$ cat src/hw/rtl/assert_macros.svh
// ---------------------------------------------------------------------------
// Assertion macros
// Concurrent assertion wrappers shared by the RTL; empty under synthesis.
// ---------------------------------------------------------------------------
`ifndef ASSERT_MACROS_SVH
`define ASSERT_MACROS_SVH

`ifndef SYNTHESIS
// Implication checked at every rising edge outside reset.
`define CHA_ASSERT(lbl, c, r, prop, msg) \
  lbl: assert property (@(posedge c) disable iff (r) (prop)) else $error(msg);
// Condition that must never hold outside reset.
`define CHA_NEVER(lbl, c, r, cond, msg) \
  lbl: assert property (@(posedge c) disable iff (r) !(cond)) else $error(msg);
`else
`define CHA_ASSERT(lbl, c, r, prop, msg)
`define CHA_NEVER(lbl, c, r, cond, msg)
`endif

`endif

$ cat src/hw/rtl/cha_pkg.sv
// ---------------------------------------------------------------------------
// cha_pkg
// Shared sizes, codes and types of the contact activation block.
// ---------------------------------------------------------------------------
package cha_pkg;

  localparam int NUM_SAMPLES = 1024;
  localparam int PHI_WIDTH   = 32;
  localparam int COUNT_WIDTH = 16;
  localparam int IDX_WIDTH   = 10;
  localparam int ADDR_W      = $clog2(NUM_SAMPLES);
  localparam int PADDR_W     = 4;

  localparam logic [COUNT_WIDTH-1:0] COUNT_MAX = {COUNT_WIDTH{1'b1}};

  // register indexes (byte address = 4 * index)
  localparam logic [1:0] REG_ON_THRESHOLD  = 2'd0;
  localparam logic [1:0] REG_OFF_THRESHOLD = 2'd1;
  localparam logic [1:0] REG_HOLD_LEN      = 2'd2;

  // request types
  localparam logic REQ_EVAL  = 1'b0;
  localparam logic REQ_CLEAR = 1'b1;

  typedef struct packed {
    logic signed [PHI_WIDTH-1:0]   on_threshold;
    logic signed [PHI_WIDTH-1:0]   off_threshold;
    logic        [COUNT_WIDTH-1:0] hold_len;
  } cfg_t;

  // Entry is active exactly when age is nonzero.
  typedef struct packed {
    logic [COUNT_WIDTH-1:0] hold;
    logic [COUNT_WIDTH-1:0] age;
  } entry_t;

  localparam int ENTRY_W = $bits(entry_t);

  typedef enum logic {
    ST_SWEEP,
    ST_RUN
  } state_t;

endpackage

$ cat src/hw/rtl/cha_cfg_regs.sv
// ---------------------------------------------------------------------------
// cha_cfg_regs
// APB register file holding the thresholds and the hold length.
// ---------------------------------------------------------------------------
module cha_cfg_regs (
  input  logic                        clk,
  input  logic                        rst,
  input  logic                        psel,
  input  logic                        penable,
  input  logic                        pwrite,
  input  logic [cha_pkg::PADDR_W-1:0] paddr,
  input  logic [31:0]                 pwdata,
  output logic [31:0]                 prdata,
  output logic                        pready,
  output cha_pkg::cfg_t               cfg
);

  logic       wr_en;
  logic [1:0] reg_idx;

  assign pready  = 1'b1;
  assign reg_idx = paddr[3:2];
  assign wr_en   = psel && penable && pwrite && pready;

  always_ff @(posedge clk) begin
    if (rst) begin
      cfg <= '0;
    end else if (wr_en) begin
      case (reg_idx)
        cha_pkg::REG_ON_THRESHOLD:  cfg.on_threshold  <= pwdata;
        cha_pkg::REG_OFF_THRESHOLD: cfg.off_threshold <= pwdata;
        cha_pkg::REG_HOLD_LEN:      cfg.hold_len      <= pwdata[cha_pkg::COUNT_WIDTH-1:0];
        default: ;
      endcase
    end
  end

  always_comb begin
    case (reg_idx)
      cha_pkg::REG_ON_THRESHOLD:  prdata = cfg.on_threshold;
      cha_pkg::REG_OFF_THRESHOLD: prdata = cfg.off_threshold;
      cha_pkg::REG_HOLD_LEN:      prdata = {16'd0, cfg.hold_len};
      default:                    prdata = '0;
    endcase
  end

endmodule

$ cat config.mk
export PLATFORM = sky130hd
export DESIGN_NAME = cha_cfg_regs
export DESIGN_NICKNAME = d
export VERILOG_FILES = /design/src/hw/rtl/assert_macros.svh /design/src/hw/rtl/cha_pkg.sv /design/src/hw/rtl/cha_cfg_regs.sv
export SDC_FILE = /design/constraint.sdc
export NUM_CORES = 1
export LEC_CHECK = 0
export ABC_AREA = 1
export CAP_MARGIN = 0
export CORE_MARGIN = 5
export CORE_UTILIZATION = 55
export DETAILED_ROUTE_END_ITERATION = 12
export DONT_BUFFER_PORTS = 1
export PLACE_DENSITY = 0.7
export REMOVE_ABC_BUFFERS = 1
export SLEW_MARGIN = 10
export SYNTH_ARGS = -nofsm -noshare
export SYNTH_HDL_FRONTEND = slang
export SYNTH_SLANG_ARGS = --single-unit
$ cat constraint.sdc
create_clock -name clk -period 3 [get_ports clk]
set_clock_uncertainty 0.15 [all_clocks]
set_input_delay 0.45 -clock clk [delete_from_list [all_inputs] [get_ports clk]]
set_output_delay 0.45 -clock clk [all_outputs]
set_load 0.02 [all_outputs]
==> run summary <==
The flow ran to the end, and the final reports show no timing, DRC or antenna violations. Entering global routing, the biggest net connects 65 pins. After clock tree synthesis, the clock-pin slew on the worst setup and hold paths is 80 ps. The total cell area at the placement stage is 0.00374 mm^2. The number of max-cap violations came out at 0. The average size of a mapped cell is 6.52 um^2.

The cell leakage power came out at 1.72 nW. The Yosys warning count is 0. Buffers inserted during clock tree synthesis total 9. TritonCTS built the clock tree.

The count of clock tree sinks is 80. The number of top-level design ports came out at 154. The number of pins exceeding their max-slew limit in the final report is 0. The initial detailed-routing violation count came out at 144. The count of buffers added on input and output ports is 0. The standard-cell row count came out at 30. The number of flops mapped to enable cells by yosys came out at 0. In this run the standard cell core region covers 0.00668 mm^2. The number of buffers and inverters on the critical path came out at 2. The effective utilization at floorplan came out at 55.4%. The number of buffers inserted for hold repair after clock tree synthesis came out at 0.

The worst pin sits at a relative slew slack of 52.5%. The top register by number of flip-flops is cfg. After synthesis, the most frequently instantiated cells are sky130_fd_sc_hd__nor2_1, sky130_fd_sc_hd__nand2_1, sky130_fd_sc_hd__nand3_1. The longest clock path from root to sink contains 2 buffers.

The global-route wire length before repair came out at 15600 um. The worst setup path is launched from an input pin. In this design, the largest share of critical-path delay is due to simple AND/OR/NAND/NOR gates. The data arrival at the endpoint of the critical path is 1390 ps.

The final-report hold violation count was 0. The peak fanout along the critical path came out at 24. The required time at the endpoint of the critical path came out at 2400 ps.

The finished layout cell area came out at 0.00398 mm^2. The number of global-route vias before repair is 3081. The number of nets in the layout came out at 591. In the global route stage, met2 resource usage came out at 36.3%. The fraction of layout cells with a size suffix above 1 came out at 6.13%. At the end of routability-driven placement, the weighted congestion stood at 0.779. The upper clock frequency limit is 502 MHz. The delay of the slowest cell on the worst path came out at 360 ps. The cell count after synthesis is 568. The flop-to-flop setup slack is 2100 ps. The clock latency on the worst-skew pair came out at 330 ps. For met1 alone, demand over resource in global routing was 28.7%. The actual transition at the worst max-transition pin is 710 ps.

The number of iterations in the first detailed-routing pass came out at 4. The die area is 0.00848 mm^2. Compared with the post-synthesis result, the final layout area differs by 7.33%.

The number of distinct standard cells referenced by the synthesized netlist came out at 13. The leading cell type by number of instances after synthesis is sky130_fd_sc_hd__nor2_1. Timing analysis after detailed placement gives a worst setup slack of 1010 ps. The tree is rooted in a sky130_fd_sc_hd__clkbuf_8. The type of the worst min-delay path is input pin to register. The overall die width came out at 92.1 um. The number of vias after detailed routing came out at 3394. The total grt overflow came out at 0. Hold timing on the final database bottoms out at a slack of 192 ps.

The number of instances resized during post-cts repair came out at 0. Among all flip-flop cells after synthesis, the most frequent one is sky130_fd_sc_hd__dfxtp_1. VDD sags by at most 0.315 mV. Subtracting the final worst setup slack from the clock period gives 1990 ps. The register with the most flip-flops in the layout has 80 of them. The detailed-placement wirelength estimate is 6120 um. The final setup slack of the worst path came out at 1010 ps.

The number of non-filler instances in the completed layout is 635. The mean routed wirelength per cell came out at 15.1 um. The floorplan step set the die height to 92.1 um. Across every metal layer, demand over resource in global routing totals 22.8%. Setup repair after global routing left no endpoint under its margin. The portion of synthesized cell area occupied by the leading cell type is 43.2%. The number of diodes added for antenna fixing came out at 0. By startpoint and endpoint, the worst setup path is classified as input pin to primary output. The power density relative to cell area came out at 566 mW/mm^2. The remaining routing DRC violations came out at 0. Traced cell by cell, the critical path runs through inv_2 > nor2_2 > buf_12 > nand2_1 > nand3_1.

The final critical path takes up 66.4% of the cycle. The largest registers in the layout are cfg (80). Ranked by total cell area, the synthesized netlist is headed by sky130_fd_sc_hd__dfxtp_1, sky130_fd_sc_hd__nor2_1, sky130_fd_sc_hd__nand2_1. The total of flip-flops plus latches after synthesis is 80. The cell at the slowest stage of the critical path is sky130_fd_sc_hd__nor2_2. The number of setup buffers added after CTS is 0. The final setup violation count is 0. STA classifies the critical path endpoint as a primary output. The post-synthesis async set-or-reset flop share came out at 0%.

The placed instance count came out at 619. The CTS H-tree depth is 3. Sequential cells were found to cover 43.2% of the synthesized design area. The post-synthesis instance area is 0.00370 mm^2. The average via count per standard cell came out at 5.34.

Summed over all layers, the routed wires come to 9580 um. The detail route stage leaves a number of antenna-violating nets equal to 0. The biggest area contributor in the post-synthesis netlist is sky130_fd_sc_hd__dfxtp_1. The setup TNS is 0 ps. After global routing, the most crowded layer is met2. The number of antenna violations at the first check in global routing is 0. In the global route stage, met3 resource usage came out at 8.20%.
[worst paths after layout]
check        cells after the start                   end            startpoint
min reg2reg                      2  cfg[18]$_SDFFE_PP0P_  cfg[18]$_SDFFE_PP0P_
min                              4  cfg[76]$_SDFFE_PP0P_            pwdata[28]
max reg2reg                      2  cfg[12]$_SDFFE_PP0P_  cfg[12]$_SDFFE_PP0P_
max                              5            prdata[15]              paddr[3]
[per-stage QoR]
stage | utilization (%) | power (W)
floorplan | - | 0.00129
global placement | 56.0 | 0.00135
detailed placement | 56.0 | 0.00135
CTS | 59.5 | 0.00227
global route | 59.5 | 0.00236
finish | 59.5 | 0.00225
[cells by family (layout without fill, tap and decap cells)]
family / after synthesis / after routing / share of synthesized area [%]
and+or+nand+nor: 396 / 396 / 44.1
other: 1 / 1 / 0.101
AOI/OAI and AO/OA: 16 / 16 / 3.78
buffers and inverters: 75 / 62 / 8.78
DFF: 80 / 80 / 43.2
[area by class of cell]
type / count / area (um^2)
Tap cell: 80 / 100
Multi-Input combinational cell: 413 / 1790
Clock inverter: 5 / 105
Fill cell: 667 / 2710
Inverter: 36 / 135
Sequential cell: 80 / 1600
Timing Repair Buffer: 10 / 113
Clock buffer: 11 / 131
[power breakdown]
part           switching, W  internal (W)  leakage (nW)
logic              0.000134     0.0000559         0.967
registers         0.0000507       0.00108         0.647
clock network      0.000373      0.000554         0.110
[metal layers]
layer / vias up / share of wire, %
met5: - / 0
met4: 0 / 0.46
met3: 4 / 10
met2: 128 / 46
met1: 1529 / 43
li1: 1733 / -
[cells in the final DEF, fill, tap and decap left out]
| master | n |
|---|---|
| sky130_fd_sc_hd__conb_1 | 1 |
| sky130_fd_sc_hd__nor2_4 | 4 |
| sky130_fd_sc_hd__clkinvlp_4 | 2 |
| sky130_fd_sc_hd__nor2_2 | 3 |
| sky130_fd_sc_hd__buf_12 | 3 |
| sky130_fd_sc_hd__bufinv_16 | 3 |
| sky130_fd_sc_hd__inv_2 | 3 |
| sky130_fd_sc_hd__buf_4 | 7 |
| sky130_fd_sc_hd__dfxtp_1 | 80 |
| sky130_fd_sc_hd__clkbuf_1 | 2 |
| sky130_fd_sc_hd__clkbuf_8 | 9 |
| sky130_fd_sc_hd__nand2_1 | 132 |
| sky130_fd_sc_hd__nor2_1 | 160 |
| sky130_fd_sc_hd__nand3_1 | 97 |
| sky130_fd_sc_hd__inv_1 | 33 |
| sky130_fd_sc_hd__a22o_1 | 16 |
[worst register-to-register path, stage by stage, from the launching register on]
cell	delay (ps)
sky130_fd_sc_hd__dfxtp_1	490
sky130_fd_sc_hd__nor2_1	90
sky130_fd_sc_hd__nor2_1	120
(Power assumes the default switching activity.)
