--- src/hw/rtl/assert_macros.svh ---
// ---------------------------------------------------------------------------
// Assertion macros
// Concurrent assertion wrappers shared by the RTL; empty under synthesis.
// ---------------------------------------------------------------------------
`ifndef ASSERT_MACROS_SVH
`define ASSERT_MACROS_SVH

`ifndef SYNTHESIS
// Implication checked at every rising edge outside reset.
`define CHA_ASSERT(lbl, c, r, prop, msg) \
  lbl: assert property (@(posedge c) disable iff (r) (prop)) else $error(msg);
// Condition that must never hold outside reset.
`define CHA_NEVER(lbl, c, r, cond, msg) \
  lbl: assert property (@(posedge c) disable iff (r) !(cond)) else $error(msg);
`else
`define CHA_ASSERT(lbl, c, r, prop, msg)
`define CHA_NEVER(lbl, c, r, cond, msg)
`endif

`endif

--- src/hw/rtl/cha_pkg.sv ---
// ---------------------------------------------------------------------------
// cha_pkg
// Shared sizes, codes and types of the contact activation block.
// ---------------------------------------------------------------------------
package cha_pkg;

  localparam int NUM_SAMPLES = 1024;
  localparam int PHI_WIDTH   = 32;
  localparam int COUNT_WIDTH = 16;
  localparam int IDX_WIDTH   = 10;
  localparam int ADDR_W      = $clog2(NUM_SAMPLES);
  localparam int PADDR_W     = 4;

  localparam logic [COUNT_WIDTH-1:0] COUNT_MAX = {COUNT_WIDTH{1'b1}};

  // register indexes (byte address = 4 * index)
  localparam logic [1:0] REG_ON_THRESHOLD  = 2'd0;
  localparam logic [1:0] REG_OFF_THRESHOLD = 2'd1;
  localparam logic [1:0] REG_HOLD_LEN      = 2'd2;

  // request types
  localparam logic REQ_EVAL  = 1'b0;
  localparam logic REQ_CLEAR = 1'b1;

  typedef struct packed {
    logic signed [PHI_WIDTH-1:0]   on_threshold;
    logic signed [PHI_WIDTH-1:0]   off_threshold;
    logic        [COUNT_WIDTH-1:0] hold_len;
  } cfg_t;

  // Entry is active exactly when age is nonzero.
  typedef struct packed {
    logic [COUNT_WIDTH-1:0] hold;
    logic [COUNT_WIDTH-1:0] age;
  } entry_t;

  localparam int ENTRY_W = $bits(entry_t);

  typedef enum logic {
    ST_SWEEP,
    ST_RUN
  } state_t;

endpackage

--- src/hw/rtl/cha_update.sv ---
// ---------------------------------------------------------------------------
// cha_update
// Hysteresis decision and counter update for one sample entry.
// ---------------------------------------------------------------------------
module cha_update (
  input  cha_pkg::entry_t                    cur,
  input  logic signed [cha_pkg::PHI_WIDTH-1:0] phi,
  input  logic                               sample_ok,
  input  cha_pkg::cfg_t                      cfg,
  output cha_pkg::entry_t                    nxt,
  output logic                               rejected
);

  logic                               cur_on;
  logic                               new_on;
  logic signed [cha_pkg::PHI_WIDTH-1:0] eff_off;

  always_comb begin
    cur_on  = (cur.age != '0);
    eff_off = (cfg.off_threshold < cfg.on_threshold) ? cfg.on_threshold
                                                     : cfg.off_threshold;
    if (cur_on) begin
      new_on = (phi <= eff_off) || (cur.hold != '0);
    end else begin
      new_on = (phi <= cfg.on_threshold);
    end

    nxt      = '0;
    rejected = 1'b0;
    if (!sample_ok) begin
      rejected = 1'b1;
    end else if (new_on) begin
      if (!cur_on) begin
        nxt.hold = cfg.hold_len;
        nxt.age  = cha_pkg::COUNT_WIDTH'(1);
      end else begin
        nxt.hold = (cur.hold != '0) ? cur.hold - 1'b1 : cur.hold;
        nxt.age  = (cur.age != cha_pkg::COUNT_MAX) ? cur.age + 1'b1 : cur.age;
      end
    end
  end

endmodule

--- config.mk ---
export PLATFORM = sky130hd
export DESIGN_NAME = cha_update
export DESIGN_NICKNAME = d
export VERILOG_FILES = /design/src/hw/rtl/assert_macros.svh /design/src/hw/rtl/cha_pkg.sv /design/src/hw/rtl/cha_update.sv
export SDC_FILE = /design/constraint.sdc
export NUM_CORES = 1
export LEC_CHECK = 0
export ABC_AREA = 1
export BUFFER_PORTS_ARGS = -buffer_cell sky130_fd_sc_hd__buf_2
export CAP_MARGIN = 15
export CORE_MARGIN = 4
export CORE_UTILIZATION = 35
export DETAILED_ROUTE_END_ITERATION = 7
export GPL_ROUTABILITY_DRIVEN = 0
export PLACE_DENSITY_LB_ADDON = 0.12
export SYNTH_ARGS = -nofsm -noshare
export SYNTH_HDL_FRONTEND = slang
export SYNTH_SLANG_ARGS = --single-unit
--- constraint.sdc ---
create_clock -name vclk -period 6.2
set_input_delay 0.62 -clock vclk [all_inputs]
set_output_delay 0.62 -clock vclk [all_outputs]
set_load 0.01 [all_outputs]
==> results.yml, run 1 <==
clock_tree:
  holdBufCountCts: 0
  cts_resized: 0
  cts_setup_buffers: 0
logic_synthesis:
  synth_warnings: 0
  synth_top_area_cell: "ha_1"
  synth_area_sq_mm: 0.00430
  synth.most_common_cell: "nand2_1"
  ys_types: 34
  synthCells: 762
  netlist_top_cells_area: "ha_1, nand2_1, inv_1"
  avgSynthCellArea_sq_um: 5.64
  ys_seq_area_share_pct: 0
  synth_common_cells: "nand2_1, inv_1, ha_1"
  synth_nets: 1006
  synth_top_area_share_pct: 28.8
die:
  die_area_sq_mm: 0.0141
  die_x_um: 119
  design.core.area_sq_mm: 0.0120
  placement_rows: 40
  initial_utilization_pct: 35.8
  ios: 178
  fp.dieH_um: 119
grt:
  grt_max_degree: 21
  antenna_found_initial: 1
  track_usage_pct: 18.7
  grt-ovfl-total: 0
  grt_pass1_vias: 4937
  grt_pass1_wl_mm: 22.8
placed_design:
  hpwl_mm: 12.2
  io_buffers: 178
  detailedPlace.worstSlack_ps: 665
  placedCellCount: 1072
sta:
  final-hold-violation-count: 0
  period_share_pct: 88.9
  finalSetupTns_ps: 0
  fmax_ghz: 0.182
  setup_viol: 0
  worst_slew_pin_slew_ps: 723
  period_minus_slack_ps: 5510
  maxSlewHeadroom_pct: 51.7
  rsz0062_at_grt: "false"
  drv_slew: 0
  setup_slack_ps: 691
worst_setup_path:
  crit_fanout: 19
  end_kind: "output pin"
  worstPathRequired_ps: 5580
  crit_type: "in -> out"
  cp.arrival_ps: 4890
  worstSetupStartpointType: "input port"
run:
  maxCapViolations: 0
layout:
  stdcell_count: 1073
  seq_cell_count: 0
  postLayoutCoreUtil_pct: 44.1
  final-seq-area_sq_um: 0
  syn_to_final_growth_pct: 23.2
  layout-drive-gt1-share_pct: 21.1
  nFillCells: 1367
  nClkBuffers: 0
  finalNetCount: 1171
routing:
  dr.pass1.iters: 5
  dr.first_iter.drc_count: 260
  drc: 0
  routed-via-count: 5189
  routed_via_density: 4.84
  drt-total-wl_mm: 13.8
  detail-route-antenna-nets: 0
  routedWlPerCell_um: 12.9
pwr:
  p_total_w: 0.000408
  p_per_area_mw_per_mm2: 77.1
  p_leak_nw: 3.26
  vdd_ir_drop_max_mv: 0.0326
outcome:
  status: "complete, no violations"
hold_path:
  min_path_type: "in -> out"
  min_to: "rejected"
  hold_depth: 3
  min_from: "sample_ok"
-- stage by stage --
| step | hold slack (ps) | area, sq um |
|---|---|---|
| after floorplan | 1410 | 4300 |
| after global placement | 1590 | 5290 |
| after detailed placement | 1600 | 5290 |
| after CTS | 1600 | 5290 |
| after global routing | 1620 | 5290 |
| final | 1590 | 5290 |
-- report_power, final --
group	internal (W)	leakage [nW]	switching (W)	total, W
Clock	0.0000000000216	0.00000634	0	0.0000000000216
Combinational	0.000168	3.26	0.000240	0.000408
Sequential	0	0	0	0
Total	0.000168	3.26	0.000240	0.000408
-- critical path: stages --
cell and delay [ps]:
buf_2 90, inv_1 60, ha_1 350, nand2_1 80, nor2_1 190, nand4_1 160
o21ba_1 260, nor2_1 60, nand2_2 100, nand2_1 440, buf_4 390, nand3_1 80
nand2_1 50, ha_1 280, nand2_1 80, nor3_1 420, nand2_1 100, nand2_1 100
nand2_1 70, nand2_1 60, nand2_1 40, nand3_1 150, nand3_2 300, nor2_1 180
buf_2 150
-- layout by cell type (no fill, tap or decap), types with 6 or more instances in the layout --
master and n:
a21oi_1 51, buf_2 178, ha_1 99, inv_1 126, nand2_1 165, nand3_1 91
nand4_1 13, nor2_1 89, nor2_2 6, nor3_1 13, o211ai_1 7, o21ai_0 32
xor2_1 14
-- logic make-up (layout without fill, tap and decap cells) --
group           Yosys count  count (layout)  share of synthesized area, %
xor+xnor                 18              18                          3.67
other cells               0               1                             0
buf+inv                 146             309                          13.7
compound gates          104             104                          13.2
fa+ha+maj                99              99                          28.8
simple gates            394             394                          40.3
mux                       1               1                         0.233
-- final cells by class --
type	instances	area, sq um	area share (%)
Multi-Input combinational cell	616	3710	70.1
Timing Repair Buffer	182	921	17.4
Tap cell	147	184	3.48
Antenna cell	1	2.50	0.0473
Inverter	127	477	9.01
-- layer usage --
| metal | global-route usage (%) | part of all wire (%) |
|---|---|---|
| met1 | 26.4 | 49 |
| met5 | 0 | 0 |
| met4 | 1.38 | 0.69 |
| met3 | 1.39 | 5.2 |
| met2 | 32.3 | 45 |
-- worst max-delay path by stage --
stage | startpoint | endpoint | cells past startpoint
2_1_floorplan | cfg[79] | nxt[15] | 24
3_3_place_gp | cfg[79] | nxt[5] | 25
3_5_place_dp | cfg[79] | nxt[3] | 25
4_1_cts | cfg[79] | nxt[3] | 25
5_1_grt | cfg[79] | nxt[2] | 25
6_report | cfg[79] | nxt[3] | 25
Note: power is estimated with default switching activity, not from simulation.
==> inputs of run 2 (changes only) <==
--- a/config.mk
+++ b/config.mk
@@ -9,7 +9,7 @@
 export BUFFER_PORTS_ARGS = -buffer_cell sky130_fd_sc_hd__buf_2
 export CAP_MARGIN = 15
 export CORE_MARGIN = 4
-export CORE_UTILIZATION = 35
+export CORE_UTILIZATION = 40
 export DETAILED_ROUTE_END_ITERATION = 7
 export GPL_ROUTABILITY_DRIVEN = 0
 export PLACE_DENSITY_LB_ADDON = 0.12
==> run 2 against run 1 <==
Via count increased by 1.1%; final cell count decreased by 1.2%; first-iteration DRC count shrank 3.5%; critical endpoint is now nxt[5]; highest routed layer unchanged; flip-flop and latch count stayed put; hold slack worse by 1.8 ps; die area is 12% lower; critical path depth down 1.
==> results.yml, run 2 (same netlist as run 1, synthesis figures left out) <==
routing:
  detail-route-antenna-nets: 0
  routed_via_density: 4.95
  drt-total-wl_mm: 13.4
  routedWlPerCell_um: 12.6
  drc: 0
  routed-via-count: 5245
  dr.first_iter.drc_count: 251
  dr.pass1.iters: 5
run:
  maxCapViolations: 0
layout:
  final-seq-area_sq_um: 0
  final_cell_mix: "buf_2, nand2_1, inv_1"
  multi_input_area_sq_mm: 0.00371
  postLayoutCoreUtil_pct: 50.5
  nFillCells: 1188
  finalNetCount: 1169
  final_area_sq_mm: 0.00526
  seq_cell_count: 0
  syn_to_final_growth_pct: 22.5
  layout-drive-gt1-share_pct: 20.9
  final_common_cell: "buf_2"
  nClkBuffers: 0
die:
  die_area_sq_mm: 0.0125
  initial_utilization_pct: 41.2
  die_x_um: 112
  design.core.area_sq_mm: 0.0104
  fp.dieH_um: 112
  placement_rows: 37
  ios: 178
pwr:
  vdd_ir_drop_max_mv: 0.0333
  switching_share_pct: 58.8
  p_seq_share_pct: 0
  p_per_area_mw_per_mm2: 76.8
  p_leak_nw: 3.25
  power_frac_comb_pct: 100.0
  intPower_w: 0.000167
  p_sw_w: 0.000238
  p_total_w: 0.000404
  pwr-share-clk_pct: 0
grt:
  track_usage_pct: 20.2
  grt_pass1_vias: 4917
  antenna_found_initial: 1
  grt_pass1_wl_mm: 22.1
  grt-ovfl-total: 0
  grt_max_degree: 32
worst_setup_path:
  crit_type: "in -> out"
  slowest_delay_ps: 620
  worstPathRequired_ps: 5580
  cpMaxStageDelayCell: "nand2_1"
  crit_top_cell: "nand2_1"
  crit_fanout: 31
  worstSetupStartpointType: "input port"
  path_delay_family: "simple AND/OR/NAND/NOR gates"
  path_buf_inv: 3
  crit_chain: "buf_2, inv_1, ha_1, nand2_1, nor2_1, nand4_1, o21ba_1, nor2_1, nand2_2, nand2_1, nand3_1, nand2_1, ha_1, nand2_1, nor3_1, nand2_1, nand2_1, nand2_1, nand2_1, nand2_1, nand3_1, nand3_2, nor2_1, buf_2"
  end_kind: "output pin"
  cp.arrival_ps: 4880
placed_design:
  hpwl_mm: 11.8
  io_buffers: 178
  placed_area_sq_mm: 0.00526
sta:
  final-hold-violation-count: 0
  setup_viol: 0
  maxSlewHeadroom_pct: 29.4
  rsz0062_at_grt: "false"
  fmax_ghz: 0.182
  finalSetupTns_ps: 0
  drv_slew: 0
  period_share_pct: 88.7
  period_minus_slack_ps: 5500
  worst_slew_pin_slew_ps: 1060
hold_path:
  min_path_type: "in -> out"
outcome:
  status: "complete, no violations"
clock_tree:
  cts_resized: 0
  holdBufCountCts: 0
  cts_setup_buffers: 0
==> run 2: changes by cell type in the layout (fill, tap and decap cells not counted) <==
cell / before / now
buf_4: 4 / 2
==> run 2: metrics by stage <==
step / hold WS [ps] / std cells / setup WS, ps
2_1_floorplan: 1410 / 762 / 2160
3_3_place_gp: 1590 / 1059 / 698
3_5_place_dp: 1590 / 1059 / 711
4_1_cts: 1590 / 1059 / 709
5_1_grt: 1630 / 1060 / 264
6_report: 1590 / 1060 / 699
==> run 2: cell type report <==
class / instances / share of cell area (%)
multi-input combinational: 616 / 70.4
tap: 136 / 3.23
inverter: 127 / 9.06
antenna: 1 / 0.0476
timing repair buffer: 180 / 17.2
==> run 2: worst paths after layout <==
path | startpoint | end | slack (ps) | cells past startpoint
setup / recovery | cfg[79] | nxt[5] | 700 | 24
hold / removal | sample_ok | rejected | 1590 | 3
==> run 2: worst min-delay path: stages <==
cell and delay [ps]:
buf_2 170, inv_1 60, buf_2 120
==> run 2: power by group through the flow <==
stage                     sequential [W]        clock (W)  combinational (W)
after floorplan                        0                0           0.000274
after global placement                 0                0           0.000403
after detailed placement               0                0           0.000404
after CTS                              0                0           0.000406
after global routing                   0  0.0000000000216           0.000471
final                                  0  0.0000000000216           0.000404
==> run 2: routing by layer <==
| metal | part of all wire (%) | GRT usage, % |
|---|---|---|
| met5 | 0 | 0 |
| met4 | 0.95 | 2.03 |
| met3 | 6.4 | 1.25 |
| met2 | 45 | 34.6 |
| met1 | 48 | 28.9 |
==> inputs of run 3 (changes only) <==
--- a/config.mk
+++ b/config.mk
@@ -8,6 +8,7 @@
 export ABC_AREA = 1
 export BUFFER_PORTS_ARGS = -buffer_cell sky130_fd_sc_hd__buf_2
 export CAP_MARGIN = 15
+export CORE_ASPECT_RATIO = 0.75
 export CORE_MARGIN = 4
 export CORE_UTILIZATION = 40
 export DETAILED_ROUTE_END_ITERATION = 7
==> run 3 against run 2 <==
Critical path depth increased by 1; fmax rose by 2.7%; die area is 0.14% higher; power increased by 2.6%; first-iteration DRC count is 53% higher; hold slack worse by 4.8 ps; setup slack improved by 140 ps; design area up 0.24%; combinational power up 3%; via count grew 1.3%; global-route usage is 0.71 points higher; non-clock buffer count grew 2; critical endpoint is now nxt[3].
==> results.yml, run 3 (same netlist as run 1, synthesis figures left out) <==
worst_setup_path:
  path_delay_family: "simple AND/OR/NAND/NOR gates"
  slowest_delay_ps: 370
  path_buf_inv: 4
  cp.arrival_ps: 4740
  end_kind: "output pin"
  crit_top_cell: "nand2_1"
  cpMaxStageDelayCell: "nand2_1"
  crit_fanout: 17
  worstSetupStartpointType: "input port"
  worstPathRequired_ps: 5580
  crit_type: "in -> out"
layout:
  final-seq-area_sq_um: 0
  final_cell_mix: "buf_2, nand2_1, inv_1"
  nFillCells: 1123
  final_common_cell: "buf_2"
  final_area_sq_mm: 0.00528
  finalNetCount: 1171
  seq_cell_count: 0
  syn_to_final_growth_pct: 22.8
  nClkBuffers: 0
  diodes: 0
  layout-drive-gt1-share_pct: 21.1
sta:
  maxSlewHeadroom_pct: 55.2
  period_minus_slack_ps: 5360
  setup_slack_ps: 843
  setup_viol: 0
  whs_ps: 1580
  finalSetupTns_ps: 0
  period_share_pct: 86.4
  fmax_ghz: 0.187
  final-hold-violation-count: 0
  drv_slew: 0
  worst_slew_pin_slew_ps: 666
  rsz0062_at_grt: "false"
die:
  design.core.area_sq_mm: 0.0104
  fp.dieH_um: 97.8
  initial_utilization_pct: 41.4
  die_area_sq_mm: 0.0125
  die_x_um: 128
  ios: 178
  placement_rows: 32
routing:
  routed_via_density: 5.01
  detail-route-antenna-nets: 0
  drt-total-wl_mm: 14.1
  drc: 0
  dr.first_iter.drc_count: 385
  dr.pass1.iters: 5
  routedWlPerCell_um: 13.3
  routed-via-count: 5315
placed_design:
  placed_area_sq_mm: 0.00528
  hpwl_mm: 12.2
  detailedPlace.worstSlack_ps: 888
  io_buffers: 178
pwr:
  pwr-share-clk_pct: 0
  p_seq_share_pct: 0
  p_sw_w: 0.000246
  power_frac_comb_pct: 100.0
  vdd_ir_drop_max_mv: 0.0331
  p_leak_nw: 3.26
  p_per_area_mw_per_mm2: 78.6
  p_total_w: 0.000415
  intPower_w: 0.000169
  switching_share_pct: 59.3
grt:
  track_usage_pct: 21.0
  antenna_found_initial: 0
  grt_pass1_vias: 4680
  grt_max_degree: 32
  grt_pass1_wl_mm: 22.5
  grt-ovfl-total: 0
hold_path:
  min_to: "rejected"
  min_path_type: "in -> out"
  min_from: "sample_ok"
  hold_depth: 3
clock_tree:
  cts_resized: 0
  cts_setup_buffers: 0
  holdBufCountCts: 0
outcome:
  status: "complete, no violations"
run:
  maxCapViolations: 0
==> run 3: cell types whose count changed in the layout (fill, tap and decap cells not counted), sizes merged <==
| cell | before | now |
|---|---|---|
| diode | 1 | 0 |
| buf | 180 | 182 |
==> run 3: worst max path at each step <==
stage | start | endpoint | slack [ps] | cells after the start
2_1_floorplan | cfg[79] | nxt[15] | 2160 | 24
3_3_place_gp | cfg[79] | nxt[1] | 1010 | 25
3_5_place_dp | cfg[79] | nxt[3] | 890 | 25
4_1_cts | cfg[79] | nxt[3] | 880 | 25
5_1_grt | cfg[79] | nxt[4] | 370 | 25
6_report | cfg[79] | nxt[3] | 840 | 25
==> run 3: layer usage <==
| metal | share of wire (%) | track usage [%] | vias to the layer above | routed length, um |
|---|---|---|---|---|
| li1 | - | - | 2846 | - |
| met2 | 38 | 29.2 | 189 | 5400 |
| met5 | 0 | 0 | - | 0 |
| met4 | 0.45 | 0.979 | 0 | 64 |
| met1 | 53 | 35.8 | 2274 | 7540 |
| met3 | 7.8 | 1.31 | 6 | 1100 |
==> run 3: final cells by class <==
| cell class | count | area (sq um) | share of cell area, % |
|---|---|---|---|
| Tap cell | 136 | 170 | 3.23 |
| Timing Repair Buffer | 182 | 921 | 17.5 |
| Multi-Input combinational cell | 616 | 3710 | 70.3 |
| Inverter | 127 | 477 | 9.04 |
==> run 3: per-stage QoR <==
stage | cells | util [%]
6_report | 1061 | 50.9
5_1_grt | 1061 | 50.9
4_1_cts | 1061 | 50.9
3_5_place_dp | 1061 | 50.9
3_3_place_gp | 1061 | 50.9
2_1_floorplan | 762 | -
==> run 3: power by group through the flow <==
stage	Combinational (W)	Sequential [W]	Clock, W
2_1_floorplan	0.000274	0	0
3_3_place_gp	0.000410	0	0
3_5_place_dp	0.000410	0	0
4_1_cts	0.000413	0	0
5_1_grt	0.000476	0	0
6_report	0.000415	0	0
